**src/sv/assert_macros.svh**
```systemverilog
`ifndef ASSERT_MACROS_SVH
`define ASSERT_MACROS_SVH

// Same-cycle implication, checked on every rising edge outside reset.
`define ASSERT_IMP(label, cond, expr, msg) \
    label: assert property (@(posedge clk) disable iff (!rst_n) (cond) |-> (expr)) \
        else $error(msg);

// Next-cycle implication, checked on every rising edge outside reset.
`define ASSERT_NXT(label, cond, expr, msg) \
    label: assert property (@(posedge clk) disable iff (!rst_n) (cond) |=> (expr)) \
        else $error(msg);

`endif

```
**src/sv/lbsm_pkg.sv**
```systemverilog
`timescale 1ns / 1ps

package lbsm_pkg;

    localparam int LBSM_SLOTS = 8;
    localparam int BLOCK_W    = 16;
    localparam int SLOT_W     = 3;
    localparam int OPCODE_W   = 2;

endpackage

```
**src/sv/lru_block_slot_manager.sv**
```systemverilog
`timescale 1ns / 1ps

// Channel   Direction  Handshake            Payload
// in        inbound    in_valid / in_stall  opcode, block_number, slot_index
// out       outbound   out_valid/out_stall  slot, hit, fetch_needed, writeback_valid,
//                                           writeback_block, range_error, last
// cfg       inbound    cfg_valid/cfg_ready  cfg_data (highest_block)
//
// An in-range access reads one slot of the block memory per cycle and compares it in one
// shared compare stage; the update state then commits the choice once the output is free.
// A flush walks the slots in order and reads only the dirty ones through the single read port of the block memory.
// Reset is asynchronous and marks every slot free with rank equal to its index.
// A result waiting in the output register does not block the next transfer in;
// a stalled output only holds the sequencer at its next result.
module lru_block_slot_manager #(
    parameter int SLOTS = lbsm_pkg::LBSM_SLOTS
) (
    input  logic                               clk,
    input  logic                               rst_n,
    input  logic                               in_valid,
    output logic                               in_stall,
    input  logic [lbsm_pkg::OPCODE_W-1:0]      opcode,
    input  logic [lbsm_pkg::BLOCK_W-1:0]       block_number,
    input  logic [lbsm_pkg::SLOT_W-1:0]        slot_index,
    output logic                               out_valid,
    input  logic                               out_stall,
    output logic [lbsm_pkg::SLOT_W-1:0]        slot,
    output logic                               hit,
    output logic                               fetch_needed,
    output logic                               writeback_valid,
    output logic [lbsm_pkg::BLOCK_W-1:0]       writeback_block,
    output logic                               range_error,
    output logic                               last,
    input  logic                               cfg_valid,
    output logic                               cfg_ready,
    input  logic [lbsm_pkg::BLOCK_W-1:0]       cfg_data
);
    import lbsm_pkg::*;

`include "assert_macros.svh"

    localparam int IW = $clog2(SLOTS);

    typedef enum logic [OPCODE_W-1:0] {
        OP_ACCESS,
        OP_MARK,
        OP_FLUSH
    } op_t;

    typedef enum logic [1:0] {
        ST_FREE,
        ST_FULL,
        ST_DIRTY
    } status_t;

    typedef enum logic [2:0] {
        S_IDLE,
        S_SCAN,
        S_UPDATE,
        S_FSCAN,
        S_FEMIT,
        S_ONE
    } state_t;

    function automatic logic [SLOT_W-1:0] to_slot(input logic [IW-1:0] idx);
        logic [IW+SLOT_W-1:0] w;
        w = (IW + SLOT_W)'(idx);
        return w[SLOT_W-1:0];
    endfunction

    state_t              state_reg;
    status_t             status_reg [SLOTS];
    logic [BLOCK_W-1:0]  hb_reg;
    logic [BLOCK_W-1:0]  bn_reg;
    logic [IW:0]         cnt_reg;
    logic                cmp_valid_reg;
    logic [IW-1:0]       cmp_idx_reg;
    logic                hit_found_reg;
    logic [IW-1:0]       hit_idx_reg;
    logic                free_found_reg;
    logic [IW-1:0]       free_idx_reg;
    logic [IW-1:0]       max_rank_reg;
    logic [IW-1:0]       max_idx_reg;
    logic [BLOCK_W-1:0]  max_block_reg;
    logic                one_range_reg;

    logic                out_valid_reg;
    logic [SLOT_W-1:0]   slot_reg;
    logic                hit_reg;
    logic                fetch_reg;
    logic                wbv_reg;
    logic [BLOCK_W-1:0]  wbb_reg;
    logic                range_reg;
    logic                last_reg;

    logic                in_accept;
    logic                out_free;
    logic                out_load;
    logic [IW-1:0]       cnt_idx;
    logic                cnt_in_range;
    logic                mem_wr_en;
    logic                mem_rd_en;
    logic [BLOCK_W-1:0]  mem_rd_data;
    logic [IW-1:0]       rank_rd;
    logic                touch_en;
    logic [IW-1:0]       sel_idx;
    logic                victim_dirty;
    logic                any_dirty;
    logic                later_dirty;
    logic [IW+SLOT_W-1:0] si_wide;
    logic [IW-1:0]       si_idx;
    logic                si_ok;
    logic                cmp_free;

    assign in_stall     = (state_reg != S_IDLE);
    assign in_accept    = in_valid && !in_stall;
    assign out_free     = !out_valid_reg || !out_stall;
    assign out_load     = out_free && ((state_reg == S_UPDATE) || (state_reg == S_FEMIT)
                                       || (state_reg == S_ONE));
    assign cfg_ready    = 1'b1;
    assign cnt_idx      = cnt_reg[IW-1:0];
    assign cnt_in_range = (cnt_reg < (IW + 1)'(SLOTS));

    assign si_wide = (IW + SLOT_W)'(slot_index);
    assign si_idx  = si_wide[IW-1:0];
    assign si_ok   = (si_wide < (IW + SLOT_W)'(SLOTS));

    assign cmp_free = (status_reg[cmp_idx_reg] == ST_FREE);

    always_comb
    begin
        priority if (hit_found_reg)
        begin
            sel_idx = hit_idx_reg;
        end
        else if (free_found_reg)
        begin
            sel_idx = free_idx_reg;
        end
        else
        begin
            sel_idx = max_idx_reg;
        end
    end

    assign victim_dirty = !hit_found_reg && !free_found_reg
                          && (status_reg[max_idx_reg] == ST_DIRTY);

    always_comb
    begin
        any_dirty   = 1'b0;
        later_dirty = 1'b0;
        for (int j = 0; j < SLOTS; j++)
        begin
            if (status_reg[j] == ST_DIRTY)
            begin
                any_dirty = 1'b1;
                if ((IW + 1)'(j) > cnt_reg)
                begin
                    later_dirty = 1'b1;
                end
            end
        end
    end

    assign mem_rd_en = ((state_reg == S_SCAN) && cnt_in_range)
                       || ((state_reg == S_FSCAN) && (status_reg[cnt_idx] == ST_DIRTY));
    assign touch_en  = (state_reg == S_UPDATE) && out_free;
    assign mem_wr_en = touch_en && !hit_found_reg;

    lbsm_block_mem #(
        .SLOTS(SLOTS)
    ) u_block_mem (
        .clk     (clk),
        .wr_en   (mem_wr_en),
        .wr_addr (sel_idx),
        .wr_data (bn_reg),
        .rd_en   (mem_rd_en),
        .rd_addr (cnt_idx),
        .rd_data (mem_rd_data)
    );

    lbsm_rank_file #(
        .SLOTS(SLOTS)
    ) u_rank_file (
        .clk       (clk),
        .rst_n     (rst_n),
        .rd_idx    (cmp_idx_reg),
        .rd_rank   (rank_rd),
        .touch_en  (touch_en),
        .touch_idx (sel_idx)
    );

    always_ff @(posedge clk or negedge rst_n)
    begin
        if (!rst_n)
        begin
            state_reg      <= S_IDLE;
            for (int i = 0; i < SLOTS; i++)
            begin
                status_reg[i] <= ST_FREE;
            end
            hb_reg         <= '0;
            bn_reg         <= '0;
            cnt_reg        <= '0;
            cmp_valid_reg  <= 1'b0;
            cmp_idx_reg    <= '0;
            hit_found_reg  <= 1'b0;
            hit_idx_reg    <= '0;
            free_found_reg <= 1'b0;
            free_idx_reg   <= '0;
            max_rank_reg   <= '0;
            max_idx_reg    <= '0;
            max_block_reg  <= '0;
            one_range_reg  <= 1'b0;
            out_valid_reg  <= 1'b0;
            slot_reg       <= '0;
            hit_reg        <= 1'b0;
            fetch_reg      <= 1'b0;
            wbv_reg        <= 1'b0;
            wbb_reg        <= '0;
            range_reg      <= 1'b0;
            last_reg       <= 1'b0;
        end
        else
        begin
            if (cfg_valid && cfg_ready)
            begin
                hb_reg <= cfg_data;
            end

            if (out_load)
            begin
                out_valid_reg <= 1'b1;
            end
            else if (!out_stall)
            begin
                out_valid_reg <= 1'b0;
            end

            unique case (state_reg)
                S_IDLE:
                begin
                    if (in_accept)
                    begin
                        unique case (op_t'(opcode))
                            OP_ACCESS:
                            begin
                                if (block_number > hb_reg)
                                begin
                                    one_range_reg <= 1'b1;
                                    state_reg     <= S_ONE;
                                end
                                else
                                begin
                                    bn_reg         <= block_number;
                                    cnt_reg        <= '0;
                                    cmp_valid_reg  <= 1'b0;
                                    hit_found_reg  <= 1'b0;
                                    free_found_reg <= 1'b0;
                                    state_reg      <= S_SCAN;
                                end
                            end
                            OP_MARK:
                            begin
                                if (si_ok && (status_reg[si_idx] != ST_FREE))
                                begin
                                    status_reg[si_idx] <= ST_DIRTY;
                                end
                            end
                            OP_FLUSH:
                            begin
                                cnt_reg <= '0;
                                if (any_dirty)
                                begin
                                    state_reg <= S_FSCAN;
                                end
                                else
                                begin
                                    one_range_reg <= 1'b0;
                                    state_reg     <= S_ONE;
                                end
                            end
                            default:
                            begin
                            end
                        endcase
                    end
                end

                S_SCAN:
                begin
                    if (cmp_valid_reg)
                    begin
                        if (!cmp_free && (mem_rd_data == bn_reg) && !hit_found_reg)
                        begin
                            hit_found_reg <= 1'b1;
                            hit_idx_reg   <= cmp_idx_reg;
                        end
                        if (cmp_free && !free_found_reg)
                        begin
                            free_found_reg <= 1'b1;
                            free_idx_reg   <= cmp_idx_reg;
                        end
                        if ((cmp_idx_reg == '0) || (rank_rd > max_rank_reg))
                        begin
                            max_rank_reg  <= rank_rd;
                            max_idx_reg   <= cmp_idx_reg;
                            max_block_reg <= mem_rd_data;
                        end
                    end
                    if (cnt_in_range)
                    begin
                        cmp_valid_reg <= 1'b1;
                        cmp_idx_reg   <= cnt_idx;
                        cnt_reg       <= cnt_reg + (IW + 1)'(1);
                    end
                    else
                    begin
                        cmp_valid_reg <= 1'b0;
                    end
                    if (cmp_valid_reg && (cmp_idx_reg == IW'(SLOTS - 1)))
                    begin
                        state_reg <= S_UPDATE;
                    end
                end

                S_UPDATE:
                begin
                    if (out_free)
                    begin
                        slot_reg      <= to_slot(sel_idx);
                        hit_reg       <= hit_found_reg;
                        fetch_reg     <= !hit_found_reg;
                        wbv_reg       <= victim_dirty;
                        wbb_reg       <= victim_dirty ? max_block_reg : '0;
                        range_reg     <= 1'b0;
                        last_reg      <= 1'b1;
                        if (!hit_found_reg)
                        begin
                            status_reg[sel_idx] <= ST_FULL;
                        end
                        state_reg <= S_IDLE;
                    end
                end

                S_FSCAN:
                begin
                    if (status_reg[cnt_idx] == ST_DIRTY)
                    begin
                        state_reg <= S_FEMIT;
                    end
                    else
                    begin
                        cnt_reg <= cnt_reg + (IW + 1)'(1);
                    end
                end

                S_FEMIT:
                begin
                    if (out_free)
                    begin
                        slot_reg            <= to_slot(cnt_idx);
                        hit_reg             <= 1'b0;
                        fetch_reg           <= 1'b0;
                        wbv_reg             <= 1'b1;
                        wbb_reg             <= mem_rd_data;
                        range_reg           <= 1'b0;
                        last_reg            <= !later_dirty;
                        status_reg[cnt_idx] <= ST_FULL;
                        cnt_reg             <= cnt_reg + (IW + 1)'(1);
                        state_reg           <= later_dirty ? S_FSCAN : S_IDLE;
                    end
                end

                S_ONE:
                begin
                    if (out_free)
                    begin
                        slot_reg      <= '0;
                        hit_reg       <= 1'b0;
                        fetch_reg     <= 1'b0;
                        wbv_reg       <= 1'b0;
                        wbb_reg       <= '0;
                        range_reg     <= one_range_reg;
                        last_reg      <= 1'b1;
                        state_reg     <= S_IDLE;
                    end
                end

                default:
                begin
                    state_reg <= S_IDLE;
                end
            endcase
        end
    end

    assign out_valid       = out_valid_reg;
    assign slot            = slot_reg;
    assign hit             = hit_reg;
    assign fetch_needed    = fetch_reg;
    assign writeback_valid = wbv_reg;
    assign writeback_block = wbb_reg;
    assign range_error     = range_reg;
    assign last            = last_reg;

    `ASSERT_IMP(a_range_alone, out_valid_reg && range_reg,
                last_reg && !hit_reg && !fetch_reg && !wbv_reg,
                "range error result carries other flags")
    `ASSERT_IMP(a_hit_no_fetch, out_valid_reg && hit_reg, !fetch_reg && !wbv_reg,
                "hit result also fetches or writes back")
    `ASSERT_NXT(a_femit_cleans, (state_reg == S_FEMIT) && out_free,
                status_reg[$past(cnt_idx)] == ST_FULL, "flushed slot still dirty")

endmodule

```
**src/sv/lbsm_block_mem.sv**
```systemverilog
`timescale 1ns / 1ps

module lbsm_block_mem #(
    parameter int SLOTS = lbsm_pkg::LBSM_SLOTS
) (
    input  logic                                 clk,
    input  logic                                 wr_en,
    input  logic [$clog2(SLOTS)-1:0]             wr_addr,
    input  logic [lbsm_pkg::BLOCK_W-1:0]         wr_data,
    input  logic                                 rd_en,
    input  logic [$clog2(SLOTS)-1:0]             rd_addr,
    output logic [lbsm_pkg::BLOCK_W-1:0]         rd_data
);
    import lbsm_pkg::*;

    logic [BLOCK_W-1:0] mem [SLOTS];
    logic [BLOCK_W-1:0] rd_data_reg;

    always_ff @(posedge clk)
    begin
        if (wr_en)
        begin
            mem[wr_addr] <= wr_data;
        end
    end

    always_ff @(posedge clk)
    begin
        if (rd_en)
        begin
            rd_data_reg <= mem[rd_addr];
        end
    end

    assign rd_data = rd_data_reg;

endmodule

```
**src/sv/lbsm_rank_file.sv**
```systemverilog
`timescale 1ns / 1ps

module lbsm_rank_file #(
    parameter int SLOTS = lbsm_pkg::LBSM_SLOTS
) (
    input  logic                     clk,
    input  logic                     rst_n,
    input  logic [$clog2(SLOTS)-1:0] rd_idx,
    output logic [$clog2(SLOTS)-1:0] rd_rank,
    input  logic                     touch_en,
    input  logic [$clog2(SLOTS)-1:0] touch_idx
);
    import lbsm_pkg::*;

`include "assert_macros.svh"

    localparam int IW = $clog2(SLOTS);

    logic [IW-1:0] rank_reg  [SLOTS];
    logic [IW-1:0] rank_next [SLOTS];
    logic [IW-1:0] touch_rank;

    assign touch_rank = rank_reg[touch_idx];
    assign rd_rank    = rank_reg[rd_idx];

    // Touching a slot makes it the newest; every slot that was newer ages by one.
    always_comb
    begin
        for (int i = 0; i < SLOTS; i++)
        begin
            rank_next[i] = rank_reg[i];
            if (touch_en)
            begin
                if (IW'(i) == touch_idx)
                begin
                    rank_next[i] = '0;
                end
                else if (rank_reg[i] < touch_rank)
                begin
                    rank_next[i] = rank_reg[i] + IW'(1);
                end
            end
        end
    end

    always_ff @(posedge clk or negedge rst_n)
    begin
        if (!rst_n)
        begin
            for (int i = 0; i < SLOTS; i++)
            begin
                rank_reg[i] <= IW'(i);
            end
        end
        else
        begin
            for (int i = 0; i < SLOTS; i++)
            begin
                rank_reg[i] <= rank_next[i];
            end
        end
    end

    `ASSERT_NXT(a_touch_newest, touch_en, rank_reg[$past(touch_idx)] == '0, "touched slot is not newest")
    `ASSERT_NXT(a_touch_keeps_older, touch_en && (rd_idx != touch_idx) && (rd_rank > touch_rank), $stable(rank_reg[rd_idx]) || (rd_idx != $past(rd_idx)), "older slot changed rank")

endmodule

```
**config.mk**
```make
export PLATFORM = sky130hd
export DESIGN_NAME = lru_block_slot_manager
export DESIGN_NICKNAME = d
export VERILOG_FILES = /design/src/sv/lbsm_pkg.sv /design/src/sv/lru_block_slot_manager.sv /design/src/sv/lbsm_block_mem.sv /design/src/sv/lbsm_rank_file.sv
export VERILOG_INCLUDE_DIRS = /design/src /design/src/sv
export SDC_FILE = /design/constraint.sdc
export NUM_CORES = 1
export LEC_CHECK = 0
export BUFFER_PORTS_ARGS = -buffer_cell sky130_fd_sc_hd__buf_2
export CORE_UTILIZATION = 40
export CTS_CLUSTER_SIZE = 24
export DETAILED_ROUTE_END_ITERATION = 10
export MAX_ROUTING_LAYER = met4
export PLACE_DENSITY_LB_ADDON = 0.3
export SKIP_LAST_GASP = 1
export SLEW_MARGIN = 20
export SYNTH_ARGS = -nofsm -noshare
export SYNTH_HDL_FRONTEND = slang
export SYNTH_SLANG_ARGS = --single-unit
```
**constraint.sdc**
```tcl
create_clock -name clk -period 8.5 [get_ports clk]
set_input_delay 0.425 -clock clk [delete_from_list [all_inputs] [get_ports clk]]
set_output_delay 0.425 -clock clk [all_outputs]
set_load 0.01 [all_outputs]
```
# Word level (Yosys, flattened, before mapping)
# Memory sizes are Yosys's and may differ from the RTL's. A register that Yosys moved wholly into a read port is not among the register bits.
# Index checks and enable logic that the tools add are counted.
# classes
n_eq_ne	50
mux	128
bitwise	15
reduce_logical	78
magnitude_cmp	28
add_sub_neg	9
# op_table
cell	n
$mux W16	10
$pmux W16 S3	2
$mux W3	31
$mux W1	45
$reduce_bool A2 Y1	14
$add A3 B1 Y3 const B	8
$and A8 B8 Y8	3
$bmux W2 S3	4
$lt A3 B3 Y1	8
$mux W2	12
$ne A2 B2 Y1 const B	12
$not A8 Y8	3
$or A8 B8 Y8	3
$eq A2 B2 Y1 const B	11
$ge A4 B4 Y1 const B	5
$mux W4	5
$ne A2 B1 Y1 const B	10
$not A3 Y4	5
$bmux W3 S3	2
$demux W2 S3	3
$reduce_and A2 Y1	9
$reduce_and A3 Y1	6
$reduce_and A6 Y1	3
$eq A16 B16 Y1	1
other kinds (37)	93
# word_totals
elab_cells	347
mem_count	1
mem_bits_rw	128
input_bits	42
register_bits	139
# memory_table
memory	depth	word_bits	read_ports	rd_clocked_by_memory_dff	wr	line_no	source
u_block_mem.mem	8	16	1	1	1	lbsm_block_mem.sv:16	logic [BLOCK_W-1:0] mem [SLOTS];

# Longest topological paths before layout
# logic_depth
depth_word	20
depth_mapped	13

# Cells and area by module
# Synthesis repeated with hierarchy kept, for this count alone.
# hier_totals
cells_unflattened	1038
area_unflattened_um2	13704.4
# modules_own_cells
mod	cells_each	instances	area_per_inst_um2	seq_area_each_um2
lru_block_slot_manager	624	1	6148.4	2877.8
lbsm_block_mem	214	1	5454.0	4324.1
lbsm_rank_file	200	1	2102.0	615.6

# Least setup slack after synthesis
# OpenSTA, ideal clock, no wires.
# synth_path
path_kind	register to register
startpoint	register state_reg[1]
endpoint	memory u_block_mem.mem[5][0] (enable)
n_path_buf	3
synth_period_minus_slack_ns	3.635
path_stages_with_launch	8
path_slack_ns	4.865
arrival_time_ns	3.204
path_cell_list	dfrtp_1 > clkbuf_1 > nand2b_1 > clkbuf_1 > nor3_1 > clkbuf_1 > nand2_1 > nor4_1
# synth_between
elab_chain_cells	5
# synth_lines
element	line_no	source
start: declaration	lru_block_slot_manager.sv:71	state_t state_reg;
start signal: assignment	lru_block_slot_manager.sv:372	state_reg <= later_dirty ? S_FSCAN : S_IDLE;
$eq A3 B2 Y1	lru_block_slot_manager.sv:168	assign touch_en = (state_reg == S_UPDATE) && out_free;
$logic_and A1 B1 Y1	lru_block_slot_manager.sv:168	
$logic_and A1 B1 Y1	lru_block_slot_manager.sv:169	assign mem_wr_en = touch_en && !hit_found_reg;
$mux W1	lbsm_block_mem.sv:21	if (wr_en)
$mux W1 (implied by the code)	lbsm_block_mem.sv:23	mem[wr_addr] <= wr_data;
end: declaration	lbsm_block_mem.sv:16	
# Every way passes these cells.

# Worst setup path after layout
# layout_path
startpoint	register hit_found_reg
endpoint	register u_rank_file.rank_reg[9] (netlist name)
# layout_between
elab_chain_cells	8
elab_cells_between_ends	10
# layout_lines
element	line_no	source
start: declaration	lru_block_slot_manager.sv:78	logic hit_found_reg;
start signal: assignment	lru_block_slot_manager.sv:208	hit_found_reg <= 1'b0;
start signal: assignment	lru_block_slot_manager.sv:259	hit_found_reg <= 1'b0;
start signal: assignment	lru_block_slot_manager.sv:297	hit_found_reg <= 1'b1;
$mux W3 *	lru_block_slot_manager.sv:132	priority if (hit_found_reg)
$not A3 Y4 (implied by the code)	lbsm_rank_file.sv:23	assign touch_rank = rank_reg[touch_idx];
$bmux W3 S3	lbsm_rank_file.sv:23	
$mux W3 (implied by the code) (2 in a row)	lbsm_rank_file.sv:23	
$lt A3 B3 Y1	lbsm_rank_file.sv:38	else if (rank_reg[i] < touch_rank)
$reduce_bool A2 Y1 (no source line)	--	
$reduce_and A2 Y1 (no source line)	--	
end signal: indexed assignment	lbsm_rank_file.sv:52	rank_reg[i] <= IW'(i);
end signal: indexed assignment	lbsm_rank_file.sv:59	rank_reg[i] <= rank_next[i];
end: declaration	lbsm_rank_file.sv:19	logic [IW-1:0] rank_reg [SLOTS];
# Mark *: on every way between the ends. The rest lies on a longest branch, timed or not. The select of a mux whose other input is x is not followed.
# A chain may end at the register's enable or synchronous reset.

==> reports/results.ini <==
[timing]
tightest_slew_ns=0.9601
max_freq_ghz=0.2426
final_max_slew_viol_count=0
finClkSkew_ns=0.01467
final.setup.tns_ns=0
maxSlewHeadroom=0.3576
grt_setup_unrepaired=false
period_share=0.4849
setup_viol=0
hold_viol=0
finalCriticalPeriod_ns=4.122

[cts]
cts.path.max_buffers=3
insertion_delay_ns=0.57
cts_root_buffer=clkbuf_16
cts.clk_slew.worst_paths_ns=0.06
cts_resized=0
cts_tree=done
cts.sinks=283
postCtsSetupRepairBufs=0
htreeDepth=1
cts_buffers=31

[synth]
async_reset_ff_frac=0.4912
synthAdderAreaFrac=0.04118
synth_top_family_by_area=compound AO/OA/AOI/OAI gates
synth-xor-area-share=0.01003
synth_area_per_cell_um2=12.00
synth_cells=1165
muxShareOfSynthArea=0.1030
ys_seq_area_frac=0.5594
yosys_warnings=0
synth-main-ff-cell=edfxtp_1
synthSimpleGateAreaFrac=0.1032
synth-edff-count=144
synth_nets=1253
yosysUniqueCellTypes=81
ys_ff_latch=283
netlist_area_mm2=0.01398
synth-compound-area-share=0.1537

[pwr]
power.share.clock=0.234
switching_share=0.3800
worst_ir_drop_vdd_mv=0.1891
power.leakage_nw=6.093
p_switching_mw=2.123
p_int_mw=3.463
pwr-share-comb=0.349
p_seq_frac=0.417
cellPowerDensity_mw_per_mm2=353.3

[critical_path]
end_kind=flip-flop
rr_worst_depth=9
critPathRequiredTime_ns=9.00
reg2reg_to=u_rank_file.rank_reg[9]$_DFFE_PN0P_
critical_path_class=flip-flop to flip-flop
r2r_start=hit_found_reg$_DFFE_PN0P_
crit_chain=inv_1 -> mux2_2 -> mux4_1 -> mux2i_1 -> ha_1 -> a211oi_1 -> a21oi_1 -> nor2_1 -> o22a_1
critPathMaxStageDelay_ns=0.73
cpMaxStageDelayCell=dfrtp_1
arrival_ns=4.62
crit_fanout=15
endpoint=u_rank_file.rank_reg[9]$_DFFE_PN0P_
worst_setup_path_start_kind=flip-flop
rrSetupSlack_ns=4.38
cp-startpoint=hit_found_reg$_DFFE_PN0P_

[finish]
fin_area_mm2=0.01581
drive_gt1_frac=0.2018
diodes=0
areaGrowthSynthToFinish_pct=13.12
largest_reg_flops=128
nets=1318

[place]
portBuffers=67
dpl-instance-area_mm2=0.01481
hpwl_um=24720
place_congestion=0.9330

[global_route]
globalRoute.totalOverflow=0
track_usage=0.2143
grt_first_pass_wirelength_um=57790
grt_pass1_vias=9842
grt_max_degree=78
antenna_found_initial=0

[floorplan]
rows=68
die_height_um=188.9
core_area_mm2=0.03446
io_pins=69
die-area_mm2=0.03569
start_util=0.4056
die_w_um=188.9

[drt]
firstDrtPassIters=5
via_per_inst=5.787
detail_route.wirelength_um=36300
via_count=9890
drc=0
drt_iter0_drc=691
postRouteAntennaNets=0
wire_per_inst_um=21.24

[flow_run]
maxCapViolCount=0

[run_status]
status=finished, final reports clean

[hold_path]
min_path_type=primary input to flip-flop

-- cells in the mapped netlist, types with 4 or more instances --
cell	n	area [um^2]
nor2_1	75	281.5
ha_1	46	575.6
nor2b_1	11	68.82
and2_1	7	43.79
a21oi_1	48	240.2
clkbuf_1	40	150.1
or4_1	4	30.03
a31oi_1	11	68.82
nand2b_1	16	100.1
nand4_1	8	50.05
dfrtp_1	127	3178
buf_1	6	22.52
o221ai_1	5	43.79
a22o_1	9	78.83
a211oi_1	12	90.09
mux4_2	16	360.4
and3_1	7	43.79
o31ai_1	6	45.04
mux2_2	63	709.4
o22a_1	4	35.03
o22ai_1	11	68.82
buf_2	5	25.02
nand3_1	17	85.08
a31o_1	4	35.03
nor4_2	4	50.05
nor3_1	18	90.09
mux4_1	4	105.1
a221oi_1	16	140.1
a22oi_1	38	285.3
mux2i_1	21	210.2
o21ai_0	85	425.4
nor4_1	4	25.02
dfstp_2	12	315.3
xnor2_1	15	131.4
nand2_1	115	431.7
a32oi_1	5	43.79
inv_1	38	142.6
o21a_1	13	97.59
a21o_1	11	82.58
edfxtp_1	144	4324
-- worst max-delay path: cells and delay by family (launching register included) --
family / cells / cell delay [ns]
adders and majority gates: 1 / 0.38
muxes: 3 / 1.56
DFF: 1 / 0.73
buffers and inverters: 1 / 0.36
AOI/OAI and AO/OA: 3 / 0.88
and+or+nand+nor: 1 / 0.13
-- layout make-up --
class,instances,area [um^2]
fill,3122,18650
sequential,283,7819
multi-input combinational,787,5783
clock buffer,44,854.6
tap,455,569.3
timing repair buffer,89,509.2
inverter,38,142.6
clock inverter,13,132.6
-- kinds of logic (layout without fill, tap and decap cells) --
kind of cell | count (synthesis) | count (layout)
multiplexers | 108 | 108
XOR/XNOR | 16 | 16
other | 1 | 1
flip-flops | 283 | 283
buffers and inverters | 95 | 184
AO/OA/AOI/OAI | 316 | 316
adder cells (fa/ha/maj) | 46 | 46
AND/OR/NAND/NOR | 300 | 300
-- worst min-delay path by stage --
stage,startpoint,to,slack [ns],cells past startpoint
after floorplan,rst_n,bn_reg[0]$_DFFE_PN0P_,0.13,0
after global placement,writeback_block[9]$_DFFE_PN0P_,writeback_block[9]$_DFFE_PN0P_,0.46,2
after detailed placement,writeback_block[12]$_DFFE_PN0P_,writeback_block[12]$_DFFE_PN0P_,0.47,2
after CTS,cfg_data[11],hb_reg[11]$_DFFE_PN0P_,0.04,3
after global routing,cfg_data[11],hb_reg[11]$_DFFE_PN0P_,0.05,3
final,cfg_data[5],hb_reg[5]$_DFFE_PN0P_,0.06,3
-- power by group through the flow --
stage / Combinational, mW / Clock (mW) / Sequential (mW)
5_1_grt: 2.16 / 1.39 / 2.39
2_1_floorplan: 1.47 / 0 / 2.15
3_3_place_gp: 1.90 / 0 / 2.34
6_report: 1.95 / 1.31 / 2.33
3_5_place_dp: 1.93 / 0 / 2.36
4_1_cts: 1.94 / 1.33 / 2.33
-- per-stage QoR --
stage          setup WS [ns]  total power [mW]    util  hold slack (ns)  std cells
2_1_floorplan          4.865             3.621       -           0.1294       1165
3_3_place_gp           4.617             4.235  0.4297           0.4573       1651
3_5_place_dp           4.431             4.289  0.4297           0.4655       1651
4_1_cts                4.412             5.603  0.4586          0.03961       1709
5_1_grt                3.959             5.939  0.4588          0.04860       1709
6_report               4.378             5.586  0.4588          0.06221       1709
-- layer usage --
metal,vias to the layer above,track usage,wire length (um)
met1,4911,0.2965,16610
met4,0,0.05955,903
met2,345,0.3305,16540
met3,64,0.02929,2247
met5,-,-,0
li1,4570,-,-
-- placed cells by master (no fill, tap or decap), types with 10 or more instances in the layout --
| master | count |
|---|---|
| o21ai_0 | 85 |
| a31oi_1 | 11 |
| o22ai_1 | 11 |
| o21a_1 | 13 |
| buf_2 | 66 |
| buf_4 | 21 |
| a211oi_1 | 12 |
| nand2b_1 | 16 |
| edfxtp_1 | 144 |
| clkbuf_16 | 31 |
| mux2i_1 | 21 |
| nor3_1 | 17 |
| a21o_1 | 11 |
| a22oi_1 | 38 |
| a21oi_1 | 48 |
| ha_1 | 46 |
| nor2b_1 | 11 |
| nor2_1 | 75 |
| inv_1 | 38 |
| dfstp_2 | 12 |
| xnor2_1 | 15 |
| mux2_2 | 63 |
| nand3_1 | 17 |
| dfrtp_1 | 126 |
| mux4_2 | 16 |
| a221oi_1 | 16 |
| nand2_1 | 115 |
| clkbuf_1 | 10 |
-- what timing repair did --
action,4_1_cts,5_1_grt
setup endpoints to repair,0,0
hold buffers,1,0
hold endpoints to repair,68,0
(Power assumes the default switching activity.)
